File: src/rtl/core/pab_pkg.sv
// Package for the pixel alpha blend block: widths, shared structs and the
// divide-by-255 helper. No dependencies.
package pab_pkg;

    localparam int CH_W       = 8;
    localparam int LANES      = 3;
    localparam int PROD_W     = 2 * CH_W;
    localparam int NUM_W      = 3 * CH_W;
    localparam int DEN_W      = 2 * CH_W;
    localparam int Q_W        = CH_W + 1;
    localparam int DIV_STAGES = Q_W;

    localparam logic [CH_W-1:0] CH_MAX = {CH_W{1'b1}};

    // Shared values for the lanes, valid in the product stage
    typedef struct packed {
        logic              opaque;
        logic [PROD_W-1:0] ta;
    } shared_t;

    // Alpha result carried alongside the lane dividers
    typedef struct packed {
        logic            zero;
        logic [CH_W-1:0] ac;
    } alpha_info_t;

    // Exact floor(x / 255) for x up to 255 * 255
    function automatic logic [CH_W-1:0] div255(input logic [PROD_W-1:0] x);
        logic [PROD_W:0] s;
        s = {1'b0, x} + {{(CH_W + 1){1'b0}}, x[PROD_W-1:CH_W]} + {{PROD_W{1'b0}}, 1'b1};
        return s[PROD_W-1:CH_W];
    endfunction

endpackage

File: src/rtl/core/pab_lane.sv
// One color lane of the pixel alpha blend block: products, numerator and a
// pipelined restoring divider, one quotient bit per stage. Depends on pab_pkg.
module pab_lane (
    input  logic                          clk,
    input  logic                          adv,
    input  logic [pab_pkg::CH_W-1:0]      f,
    input  logic [pab_pkg::CH_W-1:0]      b,
    input  logic [pab_pkg::CH_W-1:0]      fa,
    input  logic [pab_pkg::CH_W-1:0]      mix,
    input  pab_pkg::shared_t              shr,
    input  logic [pab_pkg::DEN_W-1:0]     den,
    output logic [pab_pkg::Q_W-1:0]       quo
);
    import pab_pkg::*;

    logic [PROD_W-1:0] p_reg;
    logic [PROD_W-1:0] omix_reg;
    logic [CH_W-1:0]   b_reg;
    logic [NUM_W:0]    num_sum;
    logic [NUM_W-1:0]  num;
    logic [NUM_W-1:0]  rem_reg [0:DIV_STAGES];
    logic [DEN_W-1:0]  den_reg [0:DIV_STAGES];
    logic [Q_W-1:0]    q_reg   [0:DIV_STAGES];
    logic [NUM_W-1:0]  rem_next [1:DIV_STAGES];
    logic [Q_W-1:0]    q_next   [1:DIV_STAGES];

    // Product stage
    always_ff @(posedge clk)
    begin
        if (adv)
        begin
            p_reg    <= PROD_W'(fa * f);
            omix_reg <= PROD_W'(mix * f + (CH_MAX - mix) * b);
            b_reg    <= b;
        end
    end

    // Numerator: 255*fa*f + ta*b, or the opaque mix
    always_comb
    begin
        num_sum = ({{(NUM_W + 1 - PROD_W){1'b0}}, p_reg} << CH_W)
                - {{(NUM_W + 1 - PROD_W){1'b0}}, p_reg}
                + (NUM_W + 1)'(shr.ta * b_reg);
        num = shr.opaque ? {{(NUM_W - PROD_W){1'b0}}, omix_reg} : num_sum[NUM_W-1:0];
    end

    // Restoring divide steps, most significant quotient bit first
    always_comb
    begin
        for (int j = 1; j <= DIV_STAGES; j++)
        begin
            logic [NUM_W+Q_W-1:0] trial;
            trial = {{(NUM_W + Q_W - DEN_W){1'b0}}, den_reg[j-1]} << (Q_W - j);
            if ({{Q_W{1'b0}}, rem_reg[j-1]} >= trial)
            begin
                rem_next[j] = rem_reg[j-1] - trial[NUM_W-1:0];
                q_next[j]   = q_reg[j-1] | (Q_W'(1) << (Q_W - j));
            end
            else
            begin
                rem_next[j] = rem_reg[j-1];
                q_next[j]   = q_reg[j-1];
            end
        end
    end

    // Advance the divider pipeline
    always_ff @(posedge clk)
    begin
        if (adv)
        begin
            rem_reg[0] <= num;
            den_reg[0] <= den;
            q_reg[0]   <= '0;
            for (int j = 1; j <= DIV_STAGES; j++)
            begin
                rem_reg[j] <= rem_next[j];
                den_reg[j] <= den_reg[j-1];
                q_reg[j]   <= q_next[j];
            end
        end
    end

    assign quo = q_reg[DIV_STAGES];

endmodule

File: config.mk
export PLATFORM = sky130hd
export DESIGN_NAME = pab_lane
export DESIGN_NICKNAME = d
export VERILOG_FILES = /design/src/rtl/core/pab_pkg.sv /design/src/rtl/core/pab_lane.sv
export SDC_FILE = /design/constraint.sdc
export NUM_CORES = 2
export LEC_CHECK = 0
export ABC_AREA = 1
export BUFFER_PORTS_ARGS = -buffer_cell sky130_fd_sc_hd__buf_2
export CORE_MARGIN = 3
export CORE_UTILIZATION = 55
export CTS_BUF_LIST = sky130_fd_sc_hd__clkbuf_4
export DETAILED_ROUTE_END_ITERATION = 6
export PLACE_DENSITY = 0.76
export SYNTH_ARGS = -nofsm -noshare
export SYNTH_HDL_FRONTEND = slang
export SYNTH_SLANG_ARGS = --single-unit
File: constraint.sdc
create_clock -name clk -period 15.3 [get_ports clk]
set_clock_uncertainty 0.05 [all_clocks]
set_input_delay 1.53 -clock clk [delete_from_list [all_inputs] [get_ports clk]]
set_output_delay 1.53 -clock clk [all_outputs]
set_load 0.03 [all_outputs]
**Word-level counts from Yosys, hierarchy flattened**

Memories as Yosys holds them, arrays and structs flattened.
Cells that the tools add are included.

- Register bits: 40
- Bits in writable memories: 490
- Bits of input ports: 67
- Output and inout port bits: 9
- Word-level logic and storage cells: 53
- Memories kept: 3

- $add $sub $neg: 13
- Multipliers: 4
- Order comparisons: 9
- Muxes and demuxes: 21

Memories:

| name | depth | bits a word | rd ports | clocked after Yosys merged registers in | write ports | line | RTL |
|---|---|---|---|---|---|---|---|
| rem_reg | 10 | 24 | 9 | 0 | 10 | pab_lane.sv:21 | `logic [NUM_W-1:0] rem_reg [0:DIV_STAGES];` |
| den_reg | 10 | 16 | 9 | 0 | 10 | pab_lane.sv:22 | `logic [DEN_W-1:0] den_reg [0:DIV_STAGES];` |
| q_reg | 10 | 9 | 10 | 0 | 10 | pab_lane.sv:23 | `logic [Q_W-1:0] q_reg [0:DIV_STAGES];` |

Operators by type and width:

| cell | count |
|---|---|
| $mux 24 | 10 |
| $sub 24x16->24 | 2 |
| $mul 8x8->16 | 2 |
| $add 24x24->24 | 1 |
| $ge 24x16->1 | 1 |
| $ge 24x17->1 | 1 |
| $ge 24x18->1 | 1 |
| $ge 24x19->1 | 1 |
| $ge 24x20->1 | 1 |
| $ge 24x21->1 | 1 |
| $ge 24x22->1 | 1 |
| $ge 24x23->1 | 1 |
| $ge 24x24->1 | 1 |
| $mul 16x8->24 | 1 |
| $sub 24x17->24 | 1 |
| $sub 24x18->24 | 1 |
| $sub 24x19->24 | 1 |
| $sub 24x20->24 | 1 |
| $sub 24x21->24 | 1 |
| $sub 24x22->24 | 1 |
| $sub 24x23->24 | 1 |
| $sub 24x24->24 | 1 |
| $add 16x16->16 | 1 |
| $mul 9x9->16 | 1 |
| 10 further kinds | 12 |

**Logic depth before layout (Yosys ltp)**

- Depth after elaboration: 3
- Depth in mapped cells: 24
- Depth with buffers taken out: 23

**Worst setup path before layout**

No wires, ideal clock.

- Path kind: input -> register
- Start point: in f[2] (netlist bit)
- End point: reg omix_reg[15], data pin
- Setup time: 0.252 ns
- Data arrival time: 6.120 ns
- Data required time: 14.998 ns
- Setup slack: 8.877 ns
- Stages on the path: 21
- Path buffers: 2
- Cell sequence: clkbuf_1 > clkbuf_1 > nand2_1 > fa_1 > fa_1 > fa_1 > inv_1 > fa_1 > fa_1 > inv_1 > fa_1 > inv_1 > ha_1 > a21oi_1 > nor2_1 > nor2_1 > nand3_1 > nand2_1 > nand2_1 > nand2_1 > nand2_1

- Word-level cells in the longest chain between the ends: 2

Ends and longest elaborated chain:

| item | line | RTL |
|---|---|---|
| start, declared | pab_lane.sv:6 | `input logic [pab_pkg::CH_W-1:0] f,` |
| $mul 8x8->16 | pab_lane.sv:33 | `omix_reg <= PROD_W'(mix * f + (CH_MAX - mix) * b);` |
| $add 16x16->16 | pab_lane.sv:33 |  |
| end signal, assigned | pab_lane.sv:33 |  |
| end, declared | pab_lane.sv:17 | `logic [PROD_W-1:0] omix_reg;` |

Every way passes these cells.
A chain may end at the register's enable or synchronous reset.

**Worst setup path in the final report**

- Start point: in mix[4] (netlist bit)
- End point: reg omix_reg[15], data pin

- Word-level cells in the longest chain between the ends: 3
- Elaborated cells on any way between the ends: 4
- Classes of those cells: add/sub (2); mul (2)

Ends and longest elaborated chain:

| item | line | RTL |
|---|---|---|
| start, declared | pab_lane.sv:9 | `input logic [pab_pkg::CH_W-1:0] mix,` |
| $sub 8x8->9 | pab_lane.sv:33 |  |
| $mul 9x9->16 | pab_lane.sv:33 |  |
| $add 16x16->16 * | pab_lane.sv:33 |  |

Mark *: on every way between the ends. The rest lies on a longest branch, timed or not.

==> flow_summary.json <==
{
  "status": "finished, final reports clean",
  "pin_count": 76,
  "vias": 30000,
  "cp-startpoint": "mix[4]",
  "use_met1_pct": 30.6,
  "drt_iter0_drc": 2007,
  "cts_max_path_buffers": 3,
  "rrSetupSlack_ns": 9.70,
  "synth_area_mm2": 0.0382,
  "crit_arrival_ns": 6.22,
  "grt.met3_usage_pct": 3.50,
  "setup_viol": 0,
  "clk_pin_slew_ns": 0.07,
  "tightest_slew_ns": 1.08,
  "synth_cell_types": 43,
  "finalHoldWorstSlack_ns": 0.361,
  "cts_tree": "built",
  "ctsResizeCount": 0,
  "gp_congestion": 0.933,
  "relSlewSlack_pct": 28.2,
  "dpl_worst_slack_ns": 8.78,
  "hold_viol": 0,
  "ant_nets": 0,
  "synth_cells": 4826,
  "viasPerCell": 5.05,
  "die_w_um": 270,
  "cts_setup_buffers": 0,
  "fin_nets": 5559,
  "yosysWarnings": 0,
  "r2r_cells": 17,
  "end_kind": "register",
  "cts-root-buf": "clkbuf_4",
  "drive_above_1_share_pct": 6.37,
  "rsz0062_at_grt": "false",
  "fin_ws_ns": 9.63,
  "die-area_mm2": 0.0726,
  "wl_per_cell_um": 14.9,
  "crit_required_ns": 15.85,
  "htree_levels": 3,
  "avgSynthCellArea_um2": 7.91,
  "grt_use_met2_pct": 43.9,
  "core_area_mm2": 0.0680,
  "crit_fanout": 12,
  "cts_hold_buffers": 0,
  "fp-row-count": 95,
  "ys_seq_area_share_pct": 35.0,
  "initial_core_util_pct": 56.2,
  "hold_class": "reg -> reg",
  "largest_reg_flops": 216,
  "finalSetupTns_ns": 0,
  "portBuffers": 75,
  "slew_violations": 0,
  "wl_um": 88700,
  "fp.dieH_um": 270,
  "cp-endpoint": "omix_reg[15]",
  "grt_first_pass_wirelength_um": 146000,
  "area_delta_synth_final_pct": 7.18,
  "r2r_start": "b_reg[2]",
  "final_util_pct": 60.2,
  "hpwl_um": 70700,
  "first_pass_iters": 6,
  "maxCapViolations": 0,
  "grt_pass1_vias": 29900,
  "min_period_over_period_pct": 37.1,
  "antenna_found_initial": 3,
  "ys_ff_latch": 445,
  "cp-start-kind": "input port",
  "clkSinkCount": 445,
  "globalRoute.busiestLayer": "met2",
  "grt_usage_pct": 24.8,
  "cts_buffers": 117,
  "worstSkewPairLatency_ns": 0.88,
  "r2r-end": "rem_reg[0][12]",
  "gr-total-overflow": 0,
  "drc": 0,
  "grt_max_degree": 203,
  "fin_crit_ns": 5.67,
  "max_freq_ghz": 0.176,
  "synth_fp_nets": 5449,
  "critPathKind": "in -> reg"
}
per-layer routing:
layer	up-vias	share of wire (%)
met4	6	3.4
li1	15100	-
met2	824	50
met1	13900	41
met3	201	5.4
met5	-	0.095
area by class of cell:
class | instances | area [um^2]
antenna | 1 | 2.50
clock buffer | 163 | 1220
clock inverter | 45 | 345
fill | 6184 | 27100
inverter | 1093 | 4100
multi-input combinational | 3198 | 20300
sequential | 445 | 13400
tap | 921 | 1150
timing repair buffer | 81 | 443
cells in the mapped netlist (all sizes together):
library cell / number / share of area, %
nor2: 342 / 3.5
nand3: 231 / 3.1
nand2: 1649 / 16
nand3b: 16 / 0.31
fa: 252 / 13
inv: 1092 / 11
a21o: 3 / 0.059
a31oi: 2 / 0.033
and2: 7 / 0.12
a21oi: 143 / 2.0
o21a: 3 / 0.059
clkbuf: 68 / 0.68
a211oi: 2 / 0.039
o21ai: 61 / 0.81
ha: 304 / 10
edfxtp: 445 / 35
xnor2: 27 / 0.62
clkinv: 1 / 0.0098
o21bai: 7 / 0.14
buf: 22 / 0.43
xor2: 71 / 1.6
nor3: 21 / 0.28
nor4: 1 / 0.016
nand4: 47 / 0.88
conb: 1 / 0.0098
or2: 8 / 0.13
per-stage QoR:
step / instances / area, um^2
2_1_floorplan: 4826 / 38200
3_3_place_gp: 5738 / 39400
3_5_place_dp: 5738 / 39400
4_1_cts: 5946 / 40900
5_1_grt: 5947 / 40900
6_report: 5947 / 40900
cell usage in the layout, fill, tap and decap left out, types with 6 or more instances in the layout:
cell / instances
nand2_1: 1641
inv_1: 1087
edfxtp_1: 445
nor2_1: 325
ha_1: 304
fa_1: 252
nand3_1: 227
clkbuf_4: 163
a21oi_1: 134
buf_2: 74
xor2_1: 71
o21ai_0: 51
nand4_1: 43
xnor2_1: 27
clkinv_1: 27
nor3_1: 21
nand3b_1: 16
nor2_2: 15
o21ai_1: 9
clkinv_2: 9
a21oi_2: 8
or2_2: 8
o21bai_1: 7
nand2_2: 6
and2_1: 6
critical path: stages:
cell and delay, ns:
buf_2 0.26, inv_1 0.18, nand2_1 0.13, fa_1 0.46
fa_1 0.54, inv_1 0.05, fa_1 0.49, fa_1 0.44
fa_1 0.51, inv_1 0.06, fa_1 0.47, inv_1 0.04
ha_1 0.33, a21oi_1 0.22, nor2_1 0.06, nor2_1 0.08
nand3_1 0.15, nand2_1 0.09, nand2_1 0.04, nand2_1 0.05
nand2_1 0.05
worst min-delay path by stage:
stage / start / to / slack [ns] / cells past startpoint
after floorplan: q_reg[1][8] / q_reg[2][8] / 0.35 / 0
after global placement: q_reg[8][8] / q_reg[9][8] / 0.35 / 0
after detailed placement: q_reg[4][8] / q_reg[5][8] / 0.35 / 0
after CTS: rem_reg[0][1] / rem_reg[1][1] / 0.36 / 0
after global routing: q_reg[4][7] / q_reg[5][7] / 0.36 / 0
final: q_reg[4][7] / q_reg[5][7] / 0.36 / 0
kinds of logic (layout without fill, tap and decap cells):
group / Yosys count / in the layout / share of synthesized area, %
buffers and inverters: 1183 / 1382 / 11.8
adders and majority gates: 556 / 556 / 23.2
other: 1 / 2 / 0.00982
and+or+nand+nor: 2322 / 2322 / 24.6
AOI/OAI and AO/OA: 221 / 221 / 3.12
xor gates and xnor gates: 98 / 98 / 2.25
DFF: 445 / 445 / 35.0
Power is left out: the tool's default activity adds up to more than one toggle a clock period on the data nets, which glitch-free logic cannot reach.
