$ cat src/rtl/core/pab_pkg.sv
// Package for the pixel alpha blend block: widths, shared structs and the
// divide-by-255 helper. No dependencies.
package pab_pkg;

    localparam int CH_W       = 8;
    localparam int LANES      = 3;
    localparam int PROD_W     = 2 * CH_W;
    localparam int NUM_W      = 3 * CH_W;
    localparam int DEN_W      = 2 * CH_W;
    localparam int Q_W        = CH_W + 1;
    localparam int DIV_STAGES = Q_W;

    localparam logic [CH_W-1:0] CH_MAX = {CH_W{1'b1}};

    // Shared values for the lanes, valid in the product stage
    typedef struct packed {
        logic              opaque;
        logic [PROD_W-1:0] ta;
    } shared_t;

    // Alpha result carried alongside the lane dividers
    typedef struct packed {
        logic            zero;
        logic [CH_W-1:0] ac;
    } alpha_info_t;

    // Exact floor(x / 255) for x up to 255 * 255
    function automatic logic [CH_W-1:0] div255(input logic [PROD_W-1:0] x);
        logic [PROD_W:0] s;
        s = {1'b0, x} + {{(CH_W + 1){1'b0}}, x[PROD_W-1:CH_W]} + {{PROD_W{1'b0}}, 1'b1};
        return s[PROD_W-1:CH_W];
    endfunction

endpackage

$ cat src/rtl/core/pab_alpha.sv
// Alpha unit of the pixel alpha blend block: over-alpha, divisor and the
// alpha delay line that tracks the lane dividers. Depends on pab_pkg.
module pab_alpha (
    input  logic                          clk,
    input  logic                          adv,
    input  logic [pab_pkg::CH_W-1:0]      bg_alpha,
    input  logic [pab_pkg::CH_W-1:0]      fg_alpha,
    output pab_pkg::shared_t              shr,
    output logic [pab_pkg::DEN_W-1:0]     den,
    output pab_pkg::alpha_info_t          info
);
    import pab_pkg::*;

    logic [PROD_W-1:0] ta_reg;
    logic              opaque_reg;
    logic [CH_W-1:0]   fa_reg;
    logic [CH_W-1:0]   ac;
    logic [DEN_W+CH_W-1:0] den_full;
    alpha_info_t       info_reg [0:DIV_STAGES];
    alpha_info_t       info_next;

    // Product stage: background share of the coverage
    always_ff @(posedge clk)
    begin
        if (adv)
        begin
            ta_reg     <= PROD_W'((CH_MAX - fg_alpha) * bg_alpha);
            opaque_reg <= (bg_alpha == CH_MAX) && (fg_alpha == CH_MAX);
            fa_reg     <= fg_alpha;
        end
    end

    assign shr.opaque = opaque_reg;
    assign shr.ta     = ta_reg;

    // Combined alpha and divisor; opaque pixels divide by 255
    always_comb
    begin
        ac        = fa_reg + div255(ta_reg);
        den_full  = ({ac, {DEN_W{1'b0}}} >> CH_W) - {{DEN_W{1'b0}}, ac};
        den       = opaque_reg ? DEN_W'(CH_MAX) : den_full[DEN_W-1:0];
        info_next.zero = !opaque_reg && (ac == '0);
        info_next.ac   = opaque_reg ? CH_MAX : ac;
    end

    // Delay line matching the divider depth
    always_ff @(posedge clk)
    begin
        if (adv)
        begin
            info_reg[0] <= info_next;
            for (int i = 1; i <= DIV_STAGES; i++)
            begin
                info_reg[i] <= info_reg[i-1];
            end
        end
    end

    assign info = info_reg[DIV_STAGES];

endmodule

$ cat config.mk
export PLATFORM = sky130hd
export DESIGN_NAME = pab_alpha
export DESIGN_NICKNAME = d
export VERILOG_FILES = /design/src/rtl/core/pab_pkg.sv /design/src/rtl/core/pab_alpha.sv
export SDC_FILE = /design/constraint.sdc
export NUM_CORES = 1
export LEC_CHECK = 0
export ABC_AREA = 0
export BUFFER_PORTS_ARGS = -buffer_cell sky130_fd_sc_hd__buf_2
export CAP_MARGIN = 20
export CORE_ASPECT_RATIO = 1.1
export CORE_MARGIN = 2
export CORE_UTILIZATION = 25
export CTS_CLUSTER_SIZE = 24
export DETAILED_ROUTE_END_ITERATION = 8
export PLACE_DENSITY = 0.45
export SYNTH_ARGS = -nofsm -noshare
export SYNTH_HDL_FRONTEND = slang
export SYNTH_SLANG_ARGS = --single-unit
$ cat constraint.sdc
create_clock -name clk -period 7.6 [get_ports clk]
set_clock_uncertainty 0.15 [all_clocks]
set_input_delay 1.14 -clock clk [delete_from_list [all_inputs] [get_ports clk]]
set_output_delay 1.14 -clock clk [all_outputs]
set_load 0.01 [all_outputs]
# Word-level counts from Yosys, hierarchy flattened
# Memory sizes are Yosys's and may differ from the RTL's.
# Cells that the tools add are included.
# totals
ff_bits,25
mem_bits_rw,90
input_bits,18
out_inout_bits,42
word_cells,20
mem_count,1
# classes
addsub,5
mul,1
n_eq_ne,2
mux,4
reduce_logical,4
# mem_list
memory,depth,word_bits,rd,rd_ports_with_merged_regs,write_ports,line_no,rtl
info_reg,10,9,10,0,10,pab_alpha.sv:19,alpha_info_t info_reg [0:DIV_STAGES];
# ops
cell,n
16-bit by 1-bit adder with 16-bit output (second input constant),1
16-bit by 8-bit adder with 16-bit output,1
8-bit equality test (second input constant),2
9-bit by 9-bit multiplier with 16-bit output,1
16-bit 2-to-1 mux,1
16-bit by 8-bit subtractor with 16-bit output,1
8-bit by 8-bit subtractor with 9-bit output (first input constant),1
8-bit adder,1
8-bit logical NOT,1
8-bit 2-to-1 mux,1
1-bit logical AND,2
1-bit 2-to-1 mux,2
1-bit logical NOT,1

# Depth between registers and ports, before layout
# Gate-level depths: netlist of the first run.
# depth
depth_word,5
mapped_depth,18
depth_no_buf,18

# Worst setup path after synthesis of the first run
# OpenSTA, ideal clock, no wires.
# synth_timing
path_kind,input -> register
startpoint,input fg_alpha[3] in the netlist's numbering
endpoint,register ta_reg[15] (data pin)
setup_ps,263
t_arrival_ps,4920
t_required_ps,7187
slack_ps,2268
stages,16
path_buffers,0
path_cell_list,nand2b_1 -> fa_1 -> fa_1 -> inv_1 -> ha_1 -> inv_1 -> fa_1 -> inv_1 -> ha_1 -> a21o_1 -> a21oi_1 -> nor2b_1 -> or4_1 -> a41o_1 -> o41ai_2 -> xnor2_1
# synth_between
elab_chain_cells,2
# synth_rtl
element,line_no,rtl
from (decl),pab_alpha.sv:7,"input logic [pab_pkg::CH_W-1:0] fg_alpha,"
8-bit by 8-bit subtractor with 9-bit output,pab_alpha.sv:27,ta_reg <= PROD_W'((CH_MAX - fg_alpha) * bg_alpha);
9-bit by 9-bit multiplier with 16-bit output,pab_alpha.sv:27,
to (signal assigned),pab_alpha.sv:27,
to (decl),pab_alpha.sv:14,logic [PROD_W-1:0] ta_reg;
# Every way passes these cells.
# A chain may end at the register's enable or synchronous reset.

# Worst setup path after layout of the first run
# layout_timing
startpoint,register ta_reg[13]
endpoint,output den[8] in the netlist's numbering
# layout_between
elab_chain_cells,5
# layout_rtl
element,line_no,rtl
16-bit by 8-bit adder with 16-bit output,pab_pkg.sv:30,"s = {1'b0, x} + {{(CH_W + 1){1'b0}}, x[PROD_W-1:CH_W]} + {{PROD_W{1'b0}}, 1'b1};"
16-bit by 1-bit adder with 16-bit output,pab_pkg.sv:30,
8-bit adder,pab_alpha.sv:39,ac = fa_reg + div255(ta_reg);
16-bit by 8-bit subtractor with 16-bit output,pab_alpha.sv:40,"den_full = ({ac, {DEN_W{1'b0}}} >> CH_W) - {{DEN_W{1'b0}}, ac};"
16-bit 2-to-1 mux,pab_alpha.sv:41,den = opaque_reg ? DEN_W'(CH_MAX) : den_full[DEN_W-1:0];
to (decl),pab_alpha.sv:9,"output logic [pab_pkg::DEN_W-1:0] den,"
# Every way passes these cells.

==> flow_summary.html, run 1 <==
<table>
<tr><th>Metric</th><th>Value</th></tr>
<tr><th colspan="2">Outcome</th></tr>
<tr><td>Outcome</td><td>completed</td></tr>
<tr><th colspan="2">Min path</th></tr>
<tr><td>Source of the worst hold timing path</td><td>info_reg[2][7]</td></tr>
<tr><td>Hold Path Class</td><td>register to register</td></tr>
<tr><th colspan="2">Logic synthesis</th></tr>
<tr><td>Most area-consuming cells after synthesis</td><td>edfxtp_1 (53%), fa_1 (12%), ha_1 (10%)</td></tr>
<tr><td>Count of unique library cells instantiated by Yosys</td><td>43</td></tr>
<tr><td>Post-synth ARST share</td><td>0%</td></tr>
<tr><td>Nets in the synthesized netlist</td><td>approximately 600</td></tr>
<tr><td>Area fraction of the dominant cell type after synthesis</td><td>between 50% and 60%</td></tr>
<tr><td>Synthesized netlist cell count</td><td>between 400 and 500</td></tr>
<tr><td>Most frequent cells after synthesis</td><td>edfxtp_1 (115), inv_1 (70), ha_1 (54)</td></tr>
<tr><td>Yosys warnings</td><td>0</td></tr>
<tr><td>Netlist area before placement</td><td>6543 um2</td></tr>
<tr><td>Biggest area consumer among synthesized cells</td><td>edfxtp_1</td></tr>
<tr><td>Number of storage elements in the synthesis netlist</td><td>about 120</td></tr>
<tr><td>Post-synth EDFFs</td><td>approximately 120</td></tr>
<tr><td>Most instantiated library cell after synthesis</td><td>edfxtp_1</td></tr>
<tr><td>Predominant post-synthesis flop cell</td><td>edfxtp_1</td></tr>
<tr><td>Portion of the post-synthesis area used by sequential elements</td><td>52.78%</td></tr>
<tr><td>Synthesized area divided by synthesized cell count</td><td>approximately 13 um2</td></tr>
<tr><th colspan="2">Floorplan</th></tr>
<tr><td>I/O pin total</td><td>60</td></tr>
<tr><td>Initial standard-cell utilization of the core</td><td>25.25%</td></tr>
<tr><td>Width of the die</td><td>158.2 um</td></tr>
<tr><td>Die footprint</td><td>roughly 27000 um2</td></tr>
<tr><td>Core region area</td><td>roughly 26000 um2</td></tr>
<tr><td>Height of the chip</td><td>about 170 um</td></tr>
<tr><td>Count of standard-cell rows</td><td>slightly above 60</td></tr>
<tr><th colspan="2">Layout</th></tr>
<tr><td>Max reg flops</td><td>90</td></tr>
<tr><td>Net count reported at finish</td><td>680</td></tr>
<tr><td>Share of final-layout standard cells stronger than drive strength 1</td><td>18.70%</td></tr>
<tr><td>Relative area change from synthesis to final layout</td><td>20.46%</td></tr>
<tr><td>Count of antenna diodes in the layout</td><td>0</td></tr>
<tr><td>Final non-filler cell area</td><td>7881 um2</td></tr>
<tr><td>Final cell utilization of the core</td><td>around 30%</td></tr>
<tr><th colspan="2">Clock network</th></tr>
<tr><td>Cts bufs inserted</td><td>17</td></tr>
<tr><td># hold bufs at CTS</td><td>0</td></tr>
<tr><td>Sinks on the clock net</td><td>roughly 120</td></tr>
<tr><td>Source-to-sink clock delay at the later pin of the worst-skew pair</td><td>slightly above 400 ps</td></tr>
<tr><td>Post-CTS Setup Bufs</td><td>0</td></tr>
<tr><td>Longest Clk Path Bufs</td><td>2</td></tr>
<tr><td>Count of instances resized after the clock tree is built</td><td>0</td></tr>
<tr><td>Clock transition at the register clock pins on the worst setup and hold paths after CTS</td><td>approximately 60 ps</td></tr>
<tr><td>CTS tree</td><td>done</td></tr>
<tr><td>Count of H-tree levels built during CTS</td><td>4</td></tr>
<tr><td>Root buffer cell</td><td>clkbuf_16</td></tr>
<tr><th colspan="2">Setup path</th></tr>
<tr><td>Startpoint type of the worst setup path</td><td>register</td></tr>
<tr><td>Launch point of the critical path</td><td>ta_reg[13]</td></tr>
<tr><td>Worst path arrival time</td><td>roughly 4700 ps</td></tr>
<tr><td>Critical register-to-register path startpoint</td><td>ta_reg[13]</td></tr>
<tr><td>Data required time at the worst endpoint</td><td>around 6300 ps</td></tr>
<tr><td>WS Path Type</td><td>register to output pin</td></tr>
<tr><td>Setup crit end kind</td><td>output pin</td></tr>
<tr><td>Critical path fanouts, max</td><td>6</td></tr>
<tr><th colspan="2">Timing</th></tr>
<tr><td>Unrepaired setup endpoints after global routing</td><td>no</td></tr>
<tr><td>Final worst hold slack</td><td>roughly 260 ps</td></tr>
<tr><td>Tightest Pin Transition</td><td>870.3 ps</td></tr>
<tr><td>Number of hold violations in the final report</td><td>0</td></tr>
<tr><td>Slew Viols, Final</td><td>0</td></tr>
<tr><td>Slew headroom</td><td>a little over two fifths</td></tr>
<tr><td>Final total negative setup slack</td><td>0 ps</td></tr>
<tr><td>Highest Clock Rate</td><td>between 0.15 and 0.2 GHz</td></tr>
<tr><td>Post-layout minimum cycle time</td><td>between 5000 and 6000 ps</td></tr>
<tr><td>Setup violation total in the final timing report</td><td>0</td></tr>
<tr><td>Share of the cycle needed by the critical path after routing</td><td>78.15%</td></tr>
<tr><th colspan="2">Place</th></tr>
<tr><td>Placed wire-length estimate</td><td>between 9 and 10 mm</td></tr>
<tr><td>Routability congestion estimate from global placement</td><td>just over 0.8</td></tr>
<tr><td>Port bufs</td><td>59</td></tr>
<tr><td>Total cell area at the placement stage</td><td>slightly above 7000 um2</td></tr>
<tr><th colspan="2">Route</th></tr>
<tr><td>Vias per inst</td><td>4.050</td></tr>
<tr><td>Count of antenna-violating nets left after detailed routing</td><td>0</td></tr>
<tr><td>Average detailed-routed wire length per instance</td><td>approximately 13 um</td></tr>
<tr><td>Post-Route WL</td><td>12.40 mm</td></tr>
<tr><td>DRT iter0 DRCs</td><td>about 210</td></tr>
<tr><td>Detailed-router iteration count before antenna repair</td><td>4</td></tr>
<tr><td>Via count</td><td>3787</td></tr>
<tr><td>Drt drc</td><td>0</td></tr>
<tr><th colspan="2">Global routing</th></tr>
<tr><td>Largest net degree at the start of global routing</td><td>roughly 70</td></tr>
<tr><td>Grt ovf</td><td>0</td></tr>
<tr><td>Number of global-route vias before repair</td><td>between 4000 and 5000</td></tr>
<tr><td>Wire length of the first global-routing pass</td><td>approximately 20 mm</td></tr>
<tr><td>All-Layer GR Usage</td><td>9.607%</td></tr>
<tr><td>Initial antenna violation count</td><td>0</td></tr>
<tr><th colspan="2">Pwr</th></tr>
<tr><td>Worst-case vdd ir drop</td><td>0.1542 mV</td></tr>
<tr><td>Areal power density over the cells</td><td>between 300 and 400 nW/um2</td></tr>
<tr><td>Leakage power summed over all cells</td><td>about 0.0032 uW</td></tr>
<tr><td>Power consumption</td><td>about 3000 uW</td></tr>
<tr><th colspan="2">Job</th></tr>
<tr><td>Maximum Capacitance Violations</td><td>0</td></tr>
</table>
[layout make-up]
class,instances,area (um2)
Timing Repair Buffer,60,305.3
Sequential cell,115,3453
Fill cell,2693,18030
Multi-Input combinational cell,306,2811
Tap cell,352,440.4
Inverter,70,262.8
Clock buffer,17,425.4
Clock inverter,15,182.7
[cell families (layout without fill, tap and decap cells)]
group	count (synthesis)	in the layout	share of synthesized area, %
multiplexers	1	1	0.1530
XOR/XNOR	26	26	3.481
AND/OR/NAND/NOR	144	144	12.76
AO/OA/AOI/OAI	43	43	4.628
adder cells (fa/ha/maj)	92	92	21.95
buffers and inverters	73	162	4.246
flip-flops	115	115	52.78
[critical path, cell delays in order (launching register included)]
cell and delay [ps]:
edfxtp_1 520, ha_1 350, nand4_1 100, a211oi_1 310, o311a_1 380, nand2_1 110
xnor2_1 140, ha_1 370, nand3_1 130, a21boi_0 300, mux2i_1 290, nand2_1 140
or3_4 450, or3_1 320, a21oi_1 160, buf_2 160
[layer usage]
layer	up-vias	track usage (%)	part of all wire (%)
li1	1852	-	-
met1	1863	10.95	42
met3	13	3.425	4.5
met2	59	16.72	52
met4	0	2.965	1.4
met5	-	0	0
[cells in the final DEF, fill, tap and decap left out, types with 2 or more instances in the layout]
| cell | count |
|---|---|
| nor2b_1 | 38 |
| fa_1 | 38 |
| edfxtp_1 | 115 |
| a21o_2 | 2 |
| ha_1 | 54 |
| xor2_1 | 8 |
| xnor2_1 | 18 |
| nor2_1 | 15 |
| a21oi_2 | 2 |
| buf_4 | 2 |
| nor3_1 | 9 |
| a211oi_1 | 2 |
| a21o_1 | 2 |
| nand2_1 | 11 |
| or2_2 | 10 |
| inv_6 | 7 |
| inv_1 | 70 |
| nand2b_1 | 39 |
| nand3_1 | 6 |
| o21a_1 | 6 |
| or3_4 | 2 |
| bufinv_16 | 2 |
| nand4_1 | 6 |
| nor3b_1 | 2 |
| a21boi_0 | 2 |
| buf_2 | 58 |
| clkbuf_16 | 17 |
| inv_8 | 4 |
| o21ai_0 | 9 |
| a21oi_1 | 8 |
[worst paths after layout]
check / endpoint / slack (ps) / cells past startpoint
max: den[8] / 1660 / 15
min: info_reg[3][7] / 260 / 0
max reg2reg: info_reg[0][8] / 3590 / 13
min reg2reg: info_reg[3][7] / 260 / 0
[power breakdown]
part / leakage, uW / internal [uW] / switching, uW
clock: 0.000298 / 499 / 320
sequential: 0.00112 / 848 / 66.3
combinational: 0.00183 / 539 / 709
[metrics by stage]
| stage | setup WS [ps] | instances |
|---|---|---|
| 2_1_floorplan | 2268 | 494 |
| 3_3_place_gp | 1861 | 903 |
| 3_5_place_dp | 1773 | 903 |
| 4_1_cts | 1603 | 935 |
| 5_1_grt | 1317 | 935 |
| 6_report | 1661 | 935 |
(Power assumes the default switching activity.)
==> inputs of run 2 (changes only) <==
--- a/config.mk
+++ b/config.mk
@@ -5,7 +5,7 @@
 export SDC_FILE = /design/constraint.sdc
 export NUM_CORES = 1
 export LEC_CHECK = 0
-export ABC_AREA = 0
+export ABC_AREA = 1
 export BUFFER_PORTS_ARGS = -buffer_cell sky130_fd_sc_hd__buf_2
 export CAP_MARGIN = 20
 export CORE_ASPECT_RATIO = 1.1
@@ -13,7 +13,7 @@
 export CORE_UTILIZATION = 25
 export CTS_CLUSTER_SIZE = 24
 export DETAILED_ROUTE_END_ITERATION = 8
-export PLACE_DENSITY = 0.45
+export PLACE_DENSITY = 0.47
 export SYNTH_ARGS = -nofsm -noshare
 export SYNTH_HDL_FRONTEND = slang
 export SYNTH_SLANG_ARGS = --single-unit
==> constraint.sdc (replaced) <==
create_clock -name clk -period 5.1 [get_ports clk]
set_clock_uncertainty 0.15 [all_clocks]
set_input_delay 0.765 -clock clk [delete_from_list [all_inputs] [get_ports clk]]
set_output_delay 0.765 -clock clk [all_outputs]
set_load 0.01 [all_outputs]
==> flow_summary.html, run 2 <==
<table>
<tr><th>Metric</th><th>Value</th></tr>
<tr><th colspan="2">Place</th></tr>
<tr><td>Port bufs</td><td>59 (unchanged)</td></tr>
<tr><td>Routability congestion estimate from global placement</td><td>0.8597 (+3.6%)</td></tr>
<tr><td>Placement Setup Slack</td><td>286.4 ps (-1487 ps)</td></tr>
<tr><td>Placed wire-length estimate</td><td>10.91 mm (+16%)</td></tr>
<tr><td>Total cell area at the placement stage</td><td>7393 um2 (+1.7%)</td></tr>
<tr><th colspan="2">Route</th></tr>
<tr><td>Post-Route WL</td><td>13.97 mm (+13%)</td></tr>
<tr><td>Detailed-router iteration count before antenna repair</td><td>7 (+3)</td></tr>
<tr><td>Via count</td><td>4272 (+13%)</td></tr>
<tr><td>Count of antenna-violating nets left after detailed routing</td><td>0 (unchanged)</td></tr>
<tr><td>Average detailed-routed wire length per instance</td><td>13.47 um (+1.6%)</td></tr>
<tr><td>Drt drc</td><td>0 (unchanged)</td></tr>
<tr><td>DRT iter0 DRCs</td><td>206 (-2.8%)</td></tr>
<tr><td>Vias per inst</td><td>4.120 (+1.7%)</td></tr>
<tr><th colspan="2">Logic synthesis</th></tr>
<tr><td>Synthesized area divided by synthesized cell count</td><td>11.25 um2 (-15%)</td></tr>
<tr><td>Post-synth ARST share</td><td>0% (unchanged)</td></tr>
<tr><td>Yosys warnings</td><td>0 (unchanged)</td></tr>
<tr><td>Predominant post-synthesis flop cell</td><td>edfxtp_1</td></tr>
<tr><td>Area fraction of the dominant cell type after synthesis</td><td>52.21% (-0.57 points)</td></tr>
<tr><td>Most area-consuming cells after synthesis</td><td>edfxtp_1 (52%), fa_1 (12%), ha_1 (10%)</td></tr>
<tr><td>Portion of the post-synthesis area used by sequential elements</td><td>52.21% (-0.57 points)</td></tr>
<tr><td>Number of storage elements in the synthesis netlist</td><td>115 (unchanged)</td></tr>
<tr><td>Nets in the synthesized netlist</td><td>698 (+16%)</td></tr>
<tr><td>Biggest area consumer among synthesized cells</td><td>edfxtp_1</td></tr>
<tr><td>Netlist area before placement</td><td>6614 um2 (+1.1%)</td></tr>
<tr><td>Most instantiated library cell after synthesis</td><td>edfxtp_1</td></tr>
<tr><td>Post-synth EDFFs</td><td>115 (unchanged)</td></tr>
<tr><td>Most frequent cells after synthesis</td><td>edfxtp_1 (115), inv_1 (103), nand2_1 (100)</td></tr>
<tr><td>Count of unique library cells instantiated by Yosys</td><td>33 (-23%)</td></tr>
<tr><td>Synthesized netlist cell count</td><td>588 (+19%)</td></tr>
<tr><th colspan="2">Setup path</th></tr>
<tr><td>Critical register-to-register path startpoint</td><td>ta_reg[6]</td></tr>
<tr><td>Data required time at the worst endpoint</td><td>4180 ps (-2130 ps)</td></tr>
<tr><td>WS Path Type</td><td>register to output pin</td></tr>
<tr><td>Critical R2R Capture</td><td>info_reg[0][8]</td></tr>
<tr><td>Sequence of cells on the critical path</td><td>ha_1, nand2_1, inv_1, a21oi_2, nand2_2, a21oi_4, nor2_1, xor2_1, ha_1, a21oi_1, o21ai_0, a21oi_1, nand3_2, nand2_1, inv_2, nand2_1, nand2_1, a21oi_1, buf_2</td></tr>
<tr><td>Depth of the most critical reg-to-reg path</td><td>17 (+4)</td></tr>
<tr><td>Setup crit end kind</td><td>output pin</td></tr>
<tr><td>Slowest-stage cell, CP</td><td>edfxtp_1</td></tr>
<tr><td>Cell repeated most along the worst path</td><td>nand2_1</td></tr>
<tr><td>Worst path arrival time</td><td>3890 ps (-760 ps)</td></tr>
<tr><td>Worst-case register-to-register setup slack</td><td>1520 ps (-2070 ps)</td></tr>
<tr><td>Critical path fanouts, max</td><td>5 (-1)</td></tr>
<tr><td>Slowest stage delay, CP</td><td>420 ps (-100 ps)</td></tr>
<tr><td>Startpoint type of the worst setup path</td><td>register</td></tr>
<tr><th colspan="2">Timing</th></tr>
<tr><td>Highest Clock Rate</td><td>roughly 0.21 GHz</td></tr>
<tr><td>Worst Slack Setup Final</td><td>295.3 ps (-1365 ps)</td></tr>
<tr><td>Slew headroom</td><td>44.47% (+2.5 points)</td></tr>
<tr><td>Post-layout minimum cycle time</td><td>just under 5000 ps</td></tr>
<tr><td>Share of the cycle needed by the critical path after routing</td><td>between 90% and 100%</td></tr>
<tr><td>Slew Viols, Final</td><td>0 (unchanged)</td></tr>
<tr><td>Final total negative setup slack</td><td>0 ps (unchanged)</td></tr>
<tr><td>Tightest Pin Transition</td><td>833.0 ps (-37.29 ps)</td></tr>
<tr><td>Setup violation total in the final timing report</td><td>0 (unchanged)</td></tr>
<tr><td>Unrepaired setup endpoints after global routing</td><td>no</td></tr>
<tr><td>Number of hold violations in the final report</td><td>0 (unchanged)</td></tr>
<tr><th colspan="2">Layout</th></tr>
<tr><td>Commonest non-fill, non-tap cell in the layout</td><td>edfxtp_1</td></tr>
<tr><td>Most used cells in the layout excluding fill and tap cells</td><td>edfxtp_1 (115), inv_1 (102), nand2_1 (99), buf_2 (58), nor2_1 (53)</td></tr>
<tr><td>Final non-filler cell area</td><td>8084 um2 (+2.6%)</td></tr>
<tr><td>Final cell utilization of the core</td><td>31.01% (+0.60 points)</td></tr>
<tr><td>Net count reported at finish</td><td>782 (+15%)</td></tr>
<tr><td>Relative area change from synthesis to final layout</td><td>22.23%</td></tr>
<tr><td>Share of final-layout standard cells stronger than drive strength 1</td><td>20.73% (+2.0 points)</td></tr>
<tr><td>Max reg flops</td><td>90 (unchanged)</td></tr>
<tr><td>Count of antenna diodes in the layout</td><td>0 (unchanged)</td></tr>
<tr><th colspan="2">Min path</th></tr>
<tr><td>Worst hold stages</td><td>0 (unchanged)</td></tr>
<tr><td>Hold Path Class</td><td>register to register</td></tr>
<tr><td>Hold-critical path endpoint</td><td>info_reg[5][2]</td></tr>
<tr><td>Source of the worst hold timing path</td><td>info_reg[4][2]</td></tr>
<tr><th colspan="2">Clock network</th></tr>
<tr><td>CTS tree</td><td>done</td></tr>
<tr><td>Count of H-tree levels built during CTS</td><td>4 (unchanged)</td></tr>
<tr><td>Sinks on the clock net</td><td>115 (unchanged)</td></tr>
<tr><td>Cts bufs inserted</td><td>17 (unchanged)</td></tr>
<tr><td>Clock transition at the register clock pins on the worst setup and hold paths after CTS</td><td>60 ps (about the same)</td></tr>
<tr><td>Source-to-sink clock delay at the later pin of the worst-skew pair</td><td>410 ps (about the same)</td></tr>
<tr><td>Root buffer cell</td><td>clkbuf_16</td></tr>
<tr><td>Longest Clk Path Bufs</td><td>2 (unchanged)</td></tr>
<tr><th colspan="2">Pwr</th></tr>
<tr><td>Areal power density over the cells</td><td>572.4 nW/um2 (+51%)</td></tr>
<tr><td>Worst-case vdd ir drop</td><td>0.1952 mV (+27%)</td></tr>
<tr><td>Leakage power summed over all cells</td><td>0.003607 uW (+11%)</td></tr>
<tr><th colspan="2">Global routing</th></tr>
<tr><td>Number of global-route vias before repair</td><td>4368 (+8.0%)</td></tr>
<tr><td>Initial antenna violation count</td><td>0 (unchanged)</td></tr>
<tr><td>Grt ovf</td><td>0 (unchanged)</td></tr>
<tr><td>Largest net degree at the start of global routing</td><td>63 (-13%)</td></tr>
<tr><td>Wire length of the first global-routing pass</td><td>22.17 mm (+9.6%)</td></tr>
<tr><td>All-Layer GR Usage</td><td>10.35% (+0.74 points)</td></tr>
<tr><th colspan="2">Floorplan</th></tr>
<tr><td>Height of the chip</td><td>174.6 um (+0.53%)</td></tr>
<tr><td>Die footprint</td><td>27770 um2 (+1.1%)</td></tr>
<tr><td>I/O pin total</td><td>60 (unchanged)</td></tr>
<tr><td>Width of the die</td><td>159.1 um (+0.53%)</td></tr>
<tr><td>Count of standard-cell rows</td><td>62 (unchanged)</td></tr>
<tr><td>Initial standard-cell utilization of the core</td><td>25.37% (+0.12 points)</td></tr>
<tr><td>Core region area</td><td>26070 um2 (+0.60%)</td></tr>
<tr><th colspan="2">Outcome</th></tr>
<tr><td>Outcome</td><td>completed</td></tr>
<tr><th colspan="2">Job</th></tr>
<tr><td>Maximum Capacitance Violations</td><td>0 (unchanged)</td></tr>
</table>
run 2: cell types whose count changed in the layout (fill, tap and decap cells not counted), sizes merged, moves of 11 or more:
| cell | previous run | this run |
|---|---|---|
| nor2b | 38 | 0 |
| xnor2 | 18 | 5 |
| inv | 81 | 121 |
| a21oi | 10 | 22 |
| nand2 | 11 | 107 |
| buf | 60 | 71 |
| nand3 | 6 | 23 |
| nor2 | 15 | 60 |
| nand2b | 39 | 0 |
run 2: layer usage:
layer / wire (um) / track usage, % / vias up
met3: 344 / 2.136 / 17
met2: 7754 / 19.08 / 73
met4: 291 / 4.470 / 0
met1: 5577 / 11.53 / 2078
li1: - / - / 2104
met5: 0 / 0 / -
run 2: critical path: cells and delay by family (launching register included):
family	cells	cell delay (ps)
DFF	1	420
xor gates and xnor gates	1	160
AOI/OAI and AO/OA	6	1140
adders and majority gates	2	700
buffers and inverters	3	270
and+or+nand+nor	7	790
run 2: kinds of logic after synthesis:
group / count (synthesis) / share of synthesized area, %
simple gates: 213 / 14.23
compound gates: 35 / 2.913
xor+xnor: 16 / 2.232
flops: 115 / 52.21
fa+ha+maj: 92 / 21.72
buf+inv: 117 / 6.697
run 2: cell type report:
| type | instances | area (um2) |
|---|---|---|
| well taps | 352 | 440.4 |
| repair buffers | 71 | 387.9 |
| inverters | 111 | 419.2 |
| multi-input cells | 356 | 2776 |
| clock buffers | 17 | 425.4 |
| clock inverters | 15 | 181.4 |
| flip-flops and latches | 115 | 3453 |
| fillers | 2757 | 17980 |
run 2: what timing repair did:
item                       in CTS  in global routing
buffers inserted                0                  3
resized for setup               0                 14
hold buffers                    0                  0
setup endpoints to repair       0                 10
run 2: power by group:
group          internal, uW  leakage (uW)  total, uW  switching [uW]
logic                   811       0.00220       2100            1290
registers              1250       0.00112       1310            62.1
clock network           743      0.000294       1220             475
total                  2800       0.00361       4630            1820
run 2: through the flow:
step	total power [uW]	hold WS, ps	std cells
detailed placement	3368	254.5	1002
floorplan	2692	250.3	588
CTS	4615	263.2	1034
global route	4996	272.4	1037
finish	4627	254.1	1037
global placement	3358	251.3	1002
run 2: worst max path at each step:
stage                 from          to  slack (ps)  cells after the start
6_report         ta_reg[6]     den[12]         300                     19
5_1_grt          ta_reg[6]      den[9]           9                     22
4_1_cts          ta_reg[6]     den[13]          20                     20
3_5_place_dp   fg_alpha[5]  ta_reg[12]         290                     17
3_3_place_gp   fg_alpha[5]  ta_reg[13]         320                     17
2_1_floorplan  bg_alpha[2]  ta_reg[12]         480                     16
==> inputs of run 3 (changes only) <==
--- a/config.mk
+++ b/config.mk
@@ -13,7 +13,7 @@
 export CORE_UTILIZATION = 25
 export CTS_CLUSTER_SIZE = 24
 export DETAILED_ROUTE_END_ITERATION = 8
-export PLACE_DENSITY = 0.47
+export PLACE_DENSITY = 0.43
 export SYNTH_ARGS = -nofsm -noshare
 export SYNTH_HDL_FRONTEND = slang
 export SYNTH_SLANG_ARGS = --single-unit
==> flow_summary.html, run 3 (synthesized netlist as in run 2, its figures left out) <==
<table>
<tr><th>Metric</th><th>Value</th></tr>
<tr><th colspan="2">Global routing</th></tr>
<tr><td>All-Layer GR Usage</td><td>10.47% (+0.12 points)</td></tr>
<tr><td>Initial antenna violation count</td><td>0 (unchanged)</td></tr>
<tr><td>Wire length of the first global-routing pass</td><td>22.53 mm (+1.6%)</td></tr>
<tr><td>Number of global-route vias before repair</td><td>4350 (-0.41%)</td></tr>
<tr><td>Grt ovf</td><td>0 (unchanged)</td></tr>
<tr><td>Largest net degree at the start of global routing</td><td>59 (-6.3%)</td></tr>
<tr><th colspan="2">Clock network</th></tr>
<tr><td>Clock transition at the register clock pins on the worst setup and hold paths after CTS</td><td>60 ps (about the same)</td></tr>
<tr><td>Source-to-sink clock delay at the later pin of the worst-skew pair</td><td>410 ps (about the same)</td></tr>
<tr><td>Post-CTS Setup Bufs</td><td>0 (unchanged)</td></tr>
<tr><td>Count of H-tree levels built during CTS</td><td>4 (unchanged)</td></tr>
<tr><td>Sinks on the clock net</td><td>115 (unchanged)</td></tr>
<tr><td>Cts bufs inserted</td><td>17 (unchanged)</td></tr>
<tr><td>Root buffer cell</td><td>clkbuf_16</td></tr>
<tr><td># hold bufs at CTS</td><td>0 (unchanged)</td></tr>
<tr><td>CTS tree</td><td>done</td></tr>
<tr><td>Longest Clk Path Bufs</td><td>2 (unchanged)</td></tr>
<tr><th colspan="2">Floorplan</th></tr>
<tr><td>Width of the die</td><td>159.1 um (unchanged)</td></tr>
<tr><td>Count of standard-cell rows</td><td>62 (unchanged)</td></tr>
<tr><td>Core region area</td><td>26070 um2 (unchanged)</td></tr>
<tr><td>I/O pin total</td><td>60 (unchanged)</td></tr>
<tr><td>Die footprint</td><td>27770 um2 (unchanged)</td></tr>
<tr><td>Initial standard-cell utilization of the core</td><td>25.37% (unchanged)</td></tr>
<tr><td>Height of the chip</td><td>174.6 um (unchanged)</td></tr>
<tr><th colspan="2">Setup path</th></tr>
<tr><td>Setup crit end kind</td><td>output pin</td></tr>
<tr><td>Worst-case register-to-register setup slack</td><td>1520 ps (about the same)</td></tr>
<tr><td>Startpoint type of the worst setup path</td><td>register</td></tr>
<tr><td>Depth of the most critical reg-to-reg path</td><td>17 (unchanged)</td></tr>
<tr><td>Worst path arrival time</td><td>3840 ps (-50 ps)</td></tr>
<tr><td>Critical R2R Capture</td><td>info_reg[0][8]</td></tr>
<tr><td>Critical path fanouts, max</td><td>5 (unchanged)</td></tr>
<tr><td>Data required time at the worst endpoint</td><td>4180 ps (about the same)</td></tr>
<tr><td>Launch point of the critical path</td><td>ta_reg[14]</td></tr>
<tr><td>Critical register-to-register path startpoint</td><td>ta_reg[14]</td></tr>
<tr><td>WS Path Type</td><td>register to output pin</td></tr>
<tr><th colspan="2">Place</th></tr>
<tr><td>Port bufs</td><td>59 (unchanged)</td></tr>
<tr><td>Placed wire-length estimate</td><td>10.95 mm (+0.36%)</td></tr>
<tr><td>Total cell area at the placement stage</td><td>7416 um2 (+0.30%)</td></tr>
<tr><td>Routability congestion estimate from global placement</td><td>0.8537 (-0.70%)</td></tr>
<tr><th colspan="2">Timing</th></tr>
<tr><td>Slew Viols, Final</td><td>0 (unchanged)</td></tr>
<tr><td>Setup violation total in the final timing report</td><td>0 (unchanged)</td></tr>
<tr><td>Slew headroom</td><td>50.60% (+6.1 points)</td></tr>
<tr><td>Highest Clock Rate</td><td>0.2103 GHz (+1.0%)</td></tr>
<tr><td>Tightest Pin Transition</td><td>741.0 ps (-91.98 ps)</td></tr>
<tr><td>Number of hold violations in the final report</td><td>0 (unchanged)</td></tr>
<tr><td>Final worst hold slack</td><td>261.6 ps (+7.551 ps)</td></tr>
<tr><td>Post-layout minimum cycle time</td><td>4756 ps (-49.15 ps)</td></tr>
<tr><td>Final total negative setup slack</td><td>0 ps (unchanged)</td></tr>
<tr><td>Share of the cycle needed by the critical path after routing</td><td>93.25% (-0.96 points)</td></tr>
<tr><th colspan="2">Job</th></tr>
<tr><td>Maximum Capacitance Violations</td><td>0 (unchanged)</td></tr>
<tr><th colspan="2">Route</th></tr>
<tr><td>Vias per inst</td><td>4.045 (-1.8%)</td></tr>
<tr><td>Via count</td><td>4195 (-1.8%)</td></tr>
<tr><td>Drt drc</td><td>0 (unchanged)</td></tr>
<tr><td>Count of antenna-violating nets left after detailed routing</td><td>0 (unchanged)</td></tr>
<tr><td>Post-Route WL</td><td>13.95 mm (-0.13%)</td></tr>
<tr><td>Detailed-router iteration count before antenna repair</td><td>4 (-3)</td></tr>
<tr><td>DRT iter0 DRCs</td><td>199 (-3.4%)</td></tr>
<tr><td>Average detailed-routed wire length per instance</td><td>13.45 um (-0.13%)</td></tr>
<tr><th colspan="2">Pwr</th></tr>
<tr><td>Leakage power summed over all cells</td><td>0.003611 uW (+0.10%)</td></tr>
<tr><td>Areal power density over the cells</td><td>567.8 nW/um2 (-0.81%)</td></tr>
<tr><td>Power consumption</td><td>4569 uW (-1.3%)</td></tr>
<tr><td>Worst-case vdd ir drop</td><td>0.2142 mV (+9.7%)</td></tr>
<tr><th colspan="2">Layout</th></tr>
<tr><td>Final non-filler cell area</td><td>8048 um2 (-0.45%)</td></tr>
<tr><td>Share of final-layout standard cells stronger than drive strength 1</td><td>19.56% (-1.2 points)</td></tr>
<tr><td>Count of antenna diodes in the layout</td><td>0 (unchanged)</td></tr>
<tr><td>Relative area change from synthesis to final layout</td><td>21.68%</td></tr>
<tr><td>Most used cells in the layout excluding fill and tap cells</td><td>edfxtp_1 (115), inv_1 (102), nand2_1 (100), buf_2 (58), nor2_1 (54)</td></tr>
<tr><td>Net count reported at finish</td><td>782 (unchanged)</td></tr>
<tr><td>Filler instances</td><td>2761 (+0.15%)</td></tr>
<tr><td>Max reg flops</td><td>90 (unchanged)</td></tr>
<tr><td>Commonest non-fill, non-tap cell in the layout</td><td>edfxtp_1</td></tr>
<tr><th colspan="2">Min path</th></tr>
<tr><td>Source of the worst hold timing path</td><td>info_reg[7][2]</td></tr>
<tr><td>Hold-critical path endpoint</td><td>info_reg[8][2]</td></tr>
<tr><td>Hold Path Class</td><td>register to register</td></tr>
<tr><td>Worst hold stages</td><td>0 (unchanged)</td></tr>
<tr><th colspan="2">Outcome</th></tr>
<tr><td>Outcome</td><td>completed</td></tr>
</table>
[run 3: changes by cell type in the layout (fill, tap and decap cells not counted), moves of 2 or more]
cell,delta
xor2_1,+2
a21oi_1,+2
a21oi_2,-2
xor2_2,-2
clkinv_4,+2
inv_6,-2
[run 3: how the worst max path moves through the flow]
| stage | endpoint | depth (start not counted) |
|---|---|---|
| detailed placement | ta_reg[13] | 19 |
| global placement | ta_reg[13] | 19 |
| finish | den[8] | 19 |
| global route | den[8] | 19 |
| CTS | den[8] | 19 |
| floorplan | ta_reg[12] | 16 |
[run 3: area by class of cell]
| type | count | area (um2) | area share (%) |
|---|---|---|---|
| Clock buffer | 17 | 425.4 | 5.286 |
| Clock inverter | 15 | 190.2 | 2.363 |
| Inverter | 111 | 416.7 | 5.177 |
| Multi-Input combinational cell | 356 | 2734 | 33.97 |
| Sequential cell | 115 | 3453 | 42.91 |
| Tap cell | 352 | 440.4 | 5.473 |
| Timing Repair Buffer | 71 | 387.9 | 4.820 |
[run 3: worst max-delay path: stages (launching register included)]
cell and delay [ps]:
edfxtp_1 430, ha_1 310, nand2_1 100, inv_1 40
a21oi_1 130, nand2_1 140, a21oi_4 210, xor2_1 170
ha_2 230, fa_1 430, inv_2 120, ha_1 170
inv_1 70, nor2_2 190, nand3_2 110, nor2_1 140
nand2_1 130, nor2_1 110, a21oi_1 50, buf_2 140
[run 3: per-layer routing]
| metal | routed length (um) | GRT usage (%) | vias to the layer above |
|---|---|---|---|
| met5 | 0 | 0 | - |
| met4 | 214 | 3.371 | 0 |
| met3 | 377 | 2.469 | 18 |
| met2 | 7448 | 19.47 | 67 |
| met1 | 5910 | 11.80 | 2011 |
| li1 | - | - | 2099 |
[run 3: power by group]
group	switching, uW	internal (uW)	total (uW)
Sequential	58.8	1250	1310
Combinational	1260	777	2040
Clock	478	745	1220
[run 3: what timing repair did]
item	4_1_cts	5_1_grt
setup endpoints to repair	0	9
endpoints found under the hold margin	0	0
resized for setup	0	5
[run 3: stage by stage]
step | setup slack (ps) | util (%) | std cells
CTS | 101.6 | 30.81 | 1037
floorplan | 482.8 | - | 588
global placement | 322.4 | 28.45 | 1005
global route | -16.48 | 30.88 | 1037
detailed placement | 267.8 | 28.45 | 1005
finish | 344.4 | 30.88 | 1037
